[config.mk]
export PLATFORM = sky130hd
export DESIGN_NAME = rational_arithmetic_reduce_core
export DESIGN_NICKNAME = d
export VERILOG_FILES = /design/src/rtl/rar_pkg.sv /design/src/rtl/rational_arithmetic_reduce_core.sv /design/src/rtl/rar_front.sv /design/src/rtl/rar_divider.sv /design/src/rtl/rar_back.sv
export VERILOG_INCLUDE_DIRS = /design/src /design/src/rtl
export SDC_FILE = /design/constraint.sdc
export NUM_CORES = 2
export LEC_CHECK = 0
export ABC_AREA = 1
export BUFFER_PORTS_ARGS = -buffer_cell sky130_fd_sc_hd__buf_4
export CAP_MARGIN = 10
export CORE_MARGIN = 8
export CORE_UTILIZATION = 66
export CTS_BUF_LIST = sky130_fd_sc_hd__clkbuf_8
export DETAILED_ROUTE_END_ITERATION = 8
export GPL_TIMING_DRIVEN = 0
export PLACE_DENSITY = 0.85
export SYNTH_ARGS = -nofsm -noshare
export SYNTH_HDL_FRONTEND = slang
export SYNTH_HIERARCHICAL = 1
export SYNTH_SLANG_ARGS = --single-unit
[constraint.sdc]
create_clock -name clk -period 7.5 [get_ports clk]
set_input_delay 0.75 -clock clk [delete_from_list [all_inputs] [get_ports clk]]
set_output_delay 0.75 -clock clk [all_outputs]
set_load 0.02 [all_outputs]
[src/rtl/assert_macros.svh]
// Assertion macros used by the RTL core.
`ifndef ASSERT_MACROS_SVH
`define ASSERT_MACROS_SVH
`ifndef NO_ASSERTIONS
`define ASSERT_CLK(label, clk, rst_n, prop, msg) \
    label: assert property (@(posedge clk) disable iff (!rst_n) prop) else $error(msg);
`define ASSERT_NEVER(label, clk, rst_n, cond, msg) \
    label: assert property (@(posedge clk) disable iff (!rst_n) !(cond)) else $error(msg);
`else
`define ASSERT_CLK(label, clk, rst_n, prop, msg)
`define ASSERT_NEVER(label, clk, rst_n, cond, msg)
`endif
`endif

[src/rtl/rar_pkg.sv]
package rar_pkg;

    localparam int OPERAND_WIDTH_DEF = 16;
    localparam int RES_W = 33;

    localparam logic [2:0] MODE_REDUCE = 3'd0;
    localparam logic [2:0] MODE_SUM    = 3'd1;
    localparam logic [2:0] MODE_DIFF   = 3'd2;
    localparam logic [2:0] MODE_PROD   = 3'd3;
    localparam logic [2:0] MODE_QUOT   = 3'd4;

endpackage

[src/rtl/rational_arithmetic_reduce_core.sv]
// Fraction arithmetic unit: reduce, add, subtract, multiply or divide two
// signed fractions, and reduce the result by Euclid's algorithm.
// Input channel: in_valid/in_ready with mode, a_num, a_den, b_num, b_den.
// Output channel: out_valid/out_ready with res_num, res_den, div_error.
// The front end captures a transaction, registers the cross products and
// then the unreduced pair, and holds the pair in a one-entry queue.
// The back end runs Euclid on a shared restoring divider that takes one
// quotient bit per cycle, 2*OPERAND_WIDTH+2 quotient bits per division.
// The divider sets the throughput of the back end.
// The front end accepts the next transaction while the back end works.
// When both unreduced parts are zero, div_error is set with zero results.
// Reset clears all control state; no transaction is in flight after it.
// When the receiver stalls, the result holds on the outputs, the back end
// finishes one more transaction and waits, then the queue fills, the front
// end captures one more transaction and in_ready stays low.
`include "assert_macros.svh"
module rational_arithmetic_reduce_core #(
    parameter int OPERAND_WIDTH = rar_pkg::OPERAND_WIDTH_DEF
) (
    input  logic                clk,
    input  logic                rst_n,
    input  logic                in_valid,
    output logic                in_ready,
    input  logic [2:0]          mode,
    input  logic signed [15:0]  a_num,
    input  logic signed [15:0]  a_den,
    input  logic signed [15:0]  b_num,
    input  logic signed [15:0]  b_den,
    output logic                out_valid,
    input  logic                out_ready,
    output logic signed [32:0]  res_num,
    output logic signed [32:0]  res_den,
    output logic                div_error
);
    import rar_pkg::*;

    localparam int WW = 2 * OPERAND_WIDTH + 2;

    logic q_valid, q_ready;
    logic signed [WW-1:0] q_num, q_den;

    rar_front #(.OW(OPERAND_WIDTH), .WW(WW)) u_front (
        .clk(clk), .rst_n(rst_n), .in_valid(in_valid), .in_ready(in_ready),
        .mode(mode), .a_num(a_num), .a_den(a_den), .b_num(b_num),
        .b_den(b_den), .q_valid(q_valid), .q_ready(q_ready),
        .q_num(q_num), .q_den(q_den)
    );

    rar_back #(.WW(WW)) u_back (
        .clk(clk), .rst_n(rst_n), .q_valid(q_valid), .q_ready(q_ready),
        .q_num(q_num), .q_den(q_den), .out_valid(out_valid),
        .out_ready(out_ready), .res_num(res_num), .res_den(res_den),
        .div_error(div_error)
    );

    // An error result always carries zero parts.
    `ASSERT_CLK(a_err_zero, clk, rst_n, (out_valid && div_error) |-> (res_num == '0 && res_den == '0), "error result not zero")
    // A stalled result stays put.
    `ASSERT_CLK(a_out_hold, clk, rst_n, (out_valid && !out_ready) |=> (out_valid && $stable(res_num) && $stable(res_den)), "stalled result changed")

endmodule

[src/rtl/rar_front.sv]
module rar_front #(
    parameter int OW = rar_pkg::OPERAND_WIDTH_DEF,
    parameter int WW = 2 * OW + 2
) (
    input  logic                 clk,
    input  logic                 rst_n,
    input  logic                 in_valid,
    output logic                 in_ready,
    input  logic [2:0]           mode,
    input  logic signed [15:0]   a_num,
    input  logic signed [15:0]   a_den,
    input  logic signed [15:0]   b_num,
    input  logic signed [15:0]   b_den,
    output logic                 q_valid,
    input  logic                 q_ready,
    output logic signed [WW-1:0] q_num,
    output logic signed [WW-1:0] q_den
);
    import rar_pkg::*;

    localparam int PW = 2 * OW;

    // Operands are taken as OW-bit two's complement values.
    logic signed [OW-1:0] an, ad, bn, bd;
    logic [2:0] mode_reg;
    logic signed [OW-1:0] an_reg, ad_reg, bn_reg, bd_reg;
    logic signed [PW-1:0] p0_reg, p1_reg, p2_reg;
    logic [2:0] md2_reg;
    logic signed [OW-1:0] an2_reg, ad2_reg;
    logic [1:0] st_reg;
    logic signed [WW-1:0] qn_reg, qd_reg;
    logic qv_reg;

    localparam logic [1:0] ST_IDLE = 2'd0;
    localparam logic [1:0] ST_MUL  = 2'd1;
    localparam logic [1:0] ST_SUM  = 2'd2;

    // A field wider than the operand is cut; a narrower one is zero-filled.
    function automatic logic signed [OW-1:0] trim(input logic signed [15:0] v);
        logic [15:0] u;
        u = v;
        return OW'(u);
    endfunction

    assign an = trim(a_num);
    assign ad = trim(a_den);
    assign bn = trim(b_num);
    assign bd = trim(b_den);

    assign in_ready = (st_reg == ST_IDLE);
    assign q_valid  = qv_reg;
    assign q_num    = qn_reg;
    assign q_den    = qd_reg;

    // Capture, multiply, then combine into the unreduced pair.
    always_ff @(posedge clk or negedge rst_n)
    begin
        if (!rst_n)
        begin
            st_reg <= ST_IDLE;
            qv_reg <= 1'b0;
        end
        else
        begin
            unique case (st_reg)
                ST_IDLE:
                begin
                    if (in_valid)
                        st_reg <= ST_MUL;
                end
                ST_MUL:
                    st_reg <= ST_SUM;
                ST_SUM:
                begin
                    if (!qv_reg || q_ready)
                        st_reg <= ST_IDLE;
                end
                default:
                    st_reg <= ST_IDLE;
            endcase
            if (st_reg == ST_SUM && (!qv_reg || q_ready))
                qv_reg <= 1'b1;
            else if (qv_reg && q_ready)
                qv_reg <= 1'b0;
        end
    end

    always_ff @(posedge clk)
    begin
        if (st_reg == ST_IDLE && in_valid)
        begin
            mode_reg <= mode;
            an_reg <= an;
            ad_reg <= ad;
            bn_reg <= bn;
            bd_reg <= bd;
        end
        if (st_reg == ST_MUL)
        begin
            md2_reg <= mode_reg;
            an2_reg <= an_reg;
            ad2_reg <= ad_reg;
            case (mode_reg)
                MODE_QUOT:
                begin
                    p0_reg <= an_reg * bd_reg;
                    p1_reg <= PW'(0);
                    p2_reg <= ad_reg * bn_reg;
                end
                MODE_PROD:
                begin
                    p0_reg <= an_reg * bn_reg;
                    p1_reg <= PW'(0);
                    p2_reg <= ad_reg * bd_reg;
                end
                default:
                begin
                    p0_reg <= an_reg * bd_reg;
                    p1_reg <= bn_reg * ad_reg;
                    p2_reg <= ad_reg * bd_reg;
                end
            endcase
        end
        if (st_reg == ST_SUM && (!qv_reg || q_ready))
        begin
            case (md2_reg) inside
                MODE_SUM:
                begin
                    qn_reg <= WW'(p0_reg) + WW'(p1_reg);
                    qd_reg <= WW'(p2_reg);
                end
                MODE_DIFF:
                begin
                    qn_reg <= WW'(p0_reg) - WW'(p1_reg);
                    qd_reg <= WW'(p2_reg);
                end
                MODE_PROD, MODE_QUOT:
                begin
                    qn_reg <= WW'(p0_reg);
                    qd_reg <= WW'(p2_reg);
                end
                default:
                begin
                    qn_reg <= WW'(an2_reg);
                    qd_reg <= WW'(ad2_reg);
                end
            endcase
        end
    end

endmodule

[src/rtl/rar_divider.sv]
module rar_divider #(
    parameter int WW = 34
) (
    input  logic                 clk,
    input  logic                 rst_n,
    input  logic                 start,
    input  logic signed [WW-1:0] dividend,
    input  logic signed [WW-1:0] divisor,
    output logic                 done,
    output logic signed [WW-1:0] quotient,
    output logic signed [WW-1:0] remainder
);
    import rar_pkg::*;

    localparam int CW = $clog2(WW + 1);

    // Restoring division on magnitudes, one quotient bit per cycle.
    logic [WW-1:0] rem_reg, quo_reg, dsr_reg;
    logic [CW-1:0] cnt_reg;
    logic busy_reg, done_reg, qneg_reg, rneg_reg;
    logic [WW:0] trial;
    logic [WW-1:0] shifted;

    assign shifted = {rem_reg[WW-2:0], quo_reg[WW-1]};
    assign trial = {1'b0, shifted} - {1'b0, dsr_reg};

    always_ff @(posedge clk or negedge rst_n)
    begin
        if (!rst_n)
        begin
            busy_reg <= 1'b0;
            done_reg <= 1'b0;
            cnt_reg  <= '0;
        end
        else
        begin
            if (start)
            begin
                busy_reg <= 1'b1;
                cnt_reg  <= CW'(WW);
            end
            else if (busy_reg)
            begin
                cnt_reg <= cnt_reg - 1'b1;
                if (cnt_reg == CW'(1))
                    busy_reg <= 1'b0;
            end
            // Done pulses for one cycle after the last quotient bit.
            done_reg <= busy_reg && !start && (cnt_reg == CW'(1));
        end
    end

    always_ff @(posedge clk)
    begin
        if (start)
        begin
            rem_reg  <= '0;
            quo_reg  <= dividend[WW-1] ? WW'(-dividend) : dividend;
            dsr_reg  <= divisor[WW-1] ? WW'(-divisor) : divisor;
            qneg_reg <= dividend[WW-1] ^ divisor[WW-1];
            rneg_reg <= dividend[WW-1];
        end
        else if (busy_reg)
        begin
            if (!trial[WW])
            begin
                rem_reg <= trial[WW-1:0];
                quo_reg <= {quo_reg[WW-2:0], 1'b1};
            end
            else
            begin
                rem_reg <= shifted;
                quo_reg <= {quo_reg[WW-2:0], 1'b0};
            end
        end
    end

    assign done      = done_reg;
    assign quotient  = qneg_reg ? WW'(-quo_reg) : quo_reg;
    assign remainder = rneg_reg ? WW'(-rem_reg) : rem_reg;

endmodule

[src/rtl/rar_back.sv]
module rar_back #(
    parameter int WW = 34
) (
    input  logic                 clk,
    input  logic                 rst_n,
    input  logic                 q_valid,
    output logic                 q_ready,
    input  logic signed [WW-1:0] q_num,
    input  logic signed [WW-1:0] q_den,
    output logic                 out_valid,
    input  logic                 out_ready,
    output logic signed [32:0]   res_num,
    output logic signed [32:0]   res_den,
    output logic                 div_error
);
    import rar_pkg::*;

    localparam logic [2:0] ST_IDLE = 3'd0;
    localparam logic [2:0] ST_EUC  = 3'd1;
    localparam logic [2:0] ST_EWT  = 3'd2;
    localparam logic [2:0] ST_DN   = 3'd3;
    localparam logic [2:0] ST_DD   = 3'd4;
    localparam logic [2:0] ST_OUT  = 3'd5;

    logic [2:0] st_reg;
    logic signed [WW-1:0] n_reg, d_reg, x_reg, y_reg;
    logic signed [RES_W-1:0] rn_reg, rd_reg;
    logic signed [RES_W-1:0] out_num_reg, out_den_reg;
    logic err_reg, out_err_reg, ov_reg;
    logic dv_start;
    logic signed [WW-1:0] dv_a, dv_b, dv_q, dv_r;
    logic dv_done;

    rar_divider #(.WW(WW)) u_div (
        .clk(clk), .rst_n(rst_n), .start(dv_start),
        .dividend(dv_a), .divisor(dv_b),
        .done(dv_done), .quotient(dv_q), .remainder(dv_r)
    );

    assign q_ready   = (st_reg == ST_IDLE);
    assign out_valid = ov_reg;
    assign res_num   = out_num_reg;
    assign res_den   = out_den_reg;
    assign div_error = out_err_reg;

    // Divider operands follow the sequencer step.
    always_comb
    begin
        dv_start = 1'b0;
        dv_a = x_reg;
        dv_b = y_reg;
        unique case (st_reg)
            ST_EUC: dv_start = (y_reg != '0);
            ST_DN:  begin dv_start = 1'b1; dv_a = n_reg; dv_b = x_reg; end
            ST_DD:  begin dv_start = 1'b1; dv_a = d_reg; dv_b = x_reg; end
            default: dv_start = 1'b0;
        endcase
    end

    // Euclid loop on the shared divider, then two exact divisions; 0/0 skips both.
    logic [1:0] sub_reg;
    always_ff @(posedge clk or negedge rst_n)
    begin
        if (!rst_n)
        begin
            st_reg  <= ST_IDLE;
            ov_reg  <= 1'b0;
            sub_reg <= 2'd0;
        end
        else
        begin
            unique case (st_reg)
                ST_IDLE:
                    if (q_valid)
                        st_reg <= ST_EUC;
                ST_EUC:
                begin
                    if (n_reg == '0 && d_reg == '0)
                        st_reg <= ST_OUT;
                    else if (y_reg == '0)
                        st_reg <= ST_DN;
                    else
                        st_reg <= ST_EWT;
                end
                ST_EWT:
                    if (dv_done)
                        st_reg <= (sub_reg == 2'd1) ? ST_DD
                                : (sub_reg == 2'd2) ? ST_OUT : ST_EUC;
                ST_DN:
                begin
                    sub_reg <= 2'd1;
                    st_reg  <= ST_EWT;
                end
                ST_DD:
                begin
                    sub_reg <= 2'd2;
                    st_reg  <= ST_EWT;
                end
                ST_OUT:
                    if (!ov_reg || out_ready)
                    begin
                        sub_reg <= 2'd0;
                        st_reg  <= ST_IDLE;
                    end
                default:
                    st_reg <= ST_IDLE;
            endcase
            if (st_reg == ST_OUT && (!ov_reg || out_ready))
                ov_reg <= 1'b1;
            else if (ov_reg && out_ready)
                ov_reg <= 1'b0;
        end
    end

    always_ff @(posedge clk)
    begin
        if (st_reg == ST_IDLE && q_valid)
        begin
            n_reg <= q_num;
            d_reg <= q_den;
            x_reg <= q_num;
            y_reg <= q_den;
            err_reg <= 1'b0;
            rn_reg <= '0;
            rd_reg <= '0;
        end
        if (st_reg == ST_EUC && n_reg == '0 && d_reg == '0)
            err_reg <= 1'b1;
        if (st_reg == ST_EWT && dv_done)
        begin
            case (sub_reg)
                2'd1: rn_reg <= RES_W'(dv_q);
                2'd2: rd_reg <= RES_W'(dv_q);
                default:
                begin
                    x_reg <= y_reg;
                    y_reg <= dv_r;
                end
            endcase
        end
        // The output register keeps a stalled result while the next one is worked on.
        if (st_reg == ST_OUT && (!ov_reg || out_ready))
        begin
            out_num_reg <= rn_reg;
            out_den_reg <= rd_reg;
            out_err_reg <= err_reg;
        end
    end

endmodule

==> reports/results.txt <==
Via count: 71,200
Fin crit period: 7.53 ns
Area of the die: 130,000 µm²
Initial antenna violation count: 17
WL/cell: 24.1 µm
Layout fillers: 9,339
Gate Count Post-Synth: 10,000
Sink Count: 654
TritonCTS clock tree: done
Setup Buffers After CTS: 0
Critical path cell sequence: clkbuf_1 -> nand2_1 -> fa_1 -> inv_1 -> fa_1 -> inv_1 -> fa_1 -> inv_1 -> fa_1 -> fa_1 -> inv_1 -> fa_1 -> inv_1 -> ha_1 -> a21oi_1 -> o21ai_1 -> inv_1 -> nand3_1 -> nand2_1 -> nand2_1 -> o21ai_0 -> nand2_1
Vias per cell: 5.96
Crit Reg-Reg Endpoint: u_front/p0_reg[17]
Syn-to-layout area delta: 7.40%
Hold path depth: 1
Maximum clock rate: 133 MHz
Num CTS Buffers: 106
Post-Syn Area per Cell: 7.79 µm²
Failing checks: negative setup slack
Vias in the first global route: 71,100
Remaining Overflow, GRT: 0
Routed WL: 288,000 µm
WP data required: 8.01 ns
Mapped Area: 78,100 µm²
Hold Crit Class: primary input to flip-flop
Slowest cell delay on critical path: 0.83 ns
Buffers added on ports: 139
Crit-path max FO: 10
Max-slew violations: 0
Routed Antenna Nets: 0
R2R depth: 22
Worst Hold Launch: a_den[7]
Crit path DAT: 8.04 ns
Flop-to-flop setup slack: -0.03 ns
Remaining DRCs: 0
Hold Vio Cnt, Final: 0
R2r startpoint: u_front/an_reg[6]
Relative slew margins: 0.0302
CTS clk-pin slew, worst paths: 0.06 ns
Worst min-delay path endpoint: u_front/ad_reg[7]
First-pass iteration count of the detailed router: 9
Layout cells sized above 1: 0.0474
CTS Root Cell: clkbuf_8
Pre-CTS setup slack: 0.181 ns
Standard-cell rows: 126
Htree depth: 3
Yosys synthesis warning count: 6
Number of top-level pins: 140
Height of the die: 360 µm
Max Cap Viol: 0
Clk buf depth: 3
Clock Skew: 0.127 ns
Starting Density: 0.663
Least-Margin Pin Slew: 1.45 ns
Clk_lat worst skew: 0.93 ns
Status: finished, violations left
Core ar.: 118,000 µm²
Critical path type: flip-flop to flip-flop
Iter 0 DRT Violations: 9,552
Gr usage total: 0.436
# setup viols final: 1
Gpl congestion: 1.08
Worst setup margin: -0.0279 ns
Crit start category: flip-flop
Endpoint class of the critical path: flip-flop
Syn nets: 11,600
Slowest library cell on the worst path: clkbuf_1
NumNets Final: 11,900
First-pass GRT wire length: 426,000 µm
Largest net degree at the start of global routing: 78
Period Utilization, post-route: 1.00
Die Wd: 360 µm
HPWL after detailed placement: 233,000 µm
-- critical path, delay by kind of cell, from the launching register on --
kind	cells	cell delay (ns)
AOI/OAI and AO/OA	3	0.91
adders and majority gates	7	3.50
buffers and inverters	7	1.23
DFF	1	0.76
and+or+nand+nor	5	0.77
-- timing repair --
action,4_1_cts,5_1_grt
hold buffers,30,0
gates resized for setup,0,59
endpoints found under the setup margin,0,31
endpoints found under the hold margin,46,0
-- cell type report --
class	instances	area [µm²]	share of cell area
Multi-Input combinational cell	6612	49800	0.593
Sequential cell	654	17900	0.213
Inverter	2407	9030	0.108
Tap cell	1536	1920	0.0229
Clock buffer	123	1690	0.0202
Buffer	353	1540	0.0184
Timing Repair Buffer	181	1530	0.0182
Clock inverter	77	542	0.00646
Antenna cell	5	12.5	0.000149
-- layer usage --
layer | global-route usage | wire length, µm
met5 | 0 | 63
met1 | 0.529 | 99000
met4 | 0.325 | 27500
met2 | 0.661 | 123000
met3 | 0.127 | 37900
-- through the flow --
| step | utilization | hold WS [ns] | setup TNS, ns | cells | instance area [µm²] |
|---|---|---|---|---|---|
| CTS | 0.712 | 0.0452 | 0 | 11900 | 83800 |
| global route | 0.712 | 0.0478 | -0.0491 | 11900 | 83900 |
| global placement | 0.689 | 0.413 | -282.21 | 11700 | 81100 |
| floorplan | - | 0.409 | 0 | 10000 | 78100 |
| finish | 0.712 | 0.0817 | -0.0279 | 11900 | 83900 |
| detailed placement | 0.690 | 0.418 | 0 | 11700 | 81300 |
-- worst max-delay path by stage --
| stage | start | end | slack (ns) | cells after the start |
|---|---|---|---|---|
| floorplan | u_front/st_reg[0] | u_front/st_reg[1] | 0.94 | 3 |
| global placement | in_valid | u_front/an_reg[15] | -3.20 | 2 |
| detailed placement | u_front/ad_reg[15] | u_front/p2_reg[22] | 0.18 | 19 |
| CTS | u_front/bn_reg[15] | u_front/p1_reg[27] | 0.08 | 19 |
| global route | u_front/an_reg[15] | u_front/p0_reg[27] | -0.03 | 19 |
| finish | u_front/an_reg[6] | u_front/p0_reg[17] | -0.03 | 22 |
-- placed cells by master, fill, tap and decap left out, drive strengths merged, types with 229 or more instances in the layout --
cell / instances
nand2: 2545
inv: 2442
fa: 1051
nor2: 706
edfxtp: 468
o21ai: 464
nand3: 455
ha: 434
clkbuf: 396
a21oi: 290
buf: 229
Power is not shown: default switching activity piles up to over one toggle a cycle in this logic, so the estimate is an artifact.
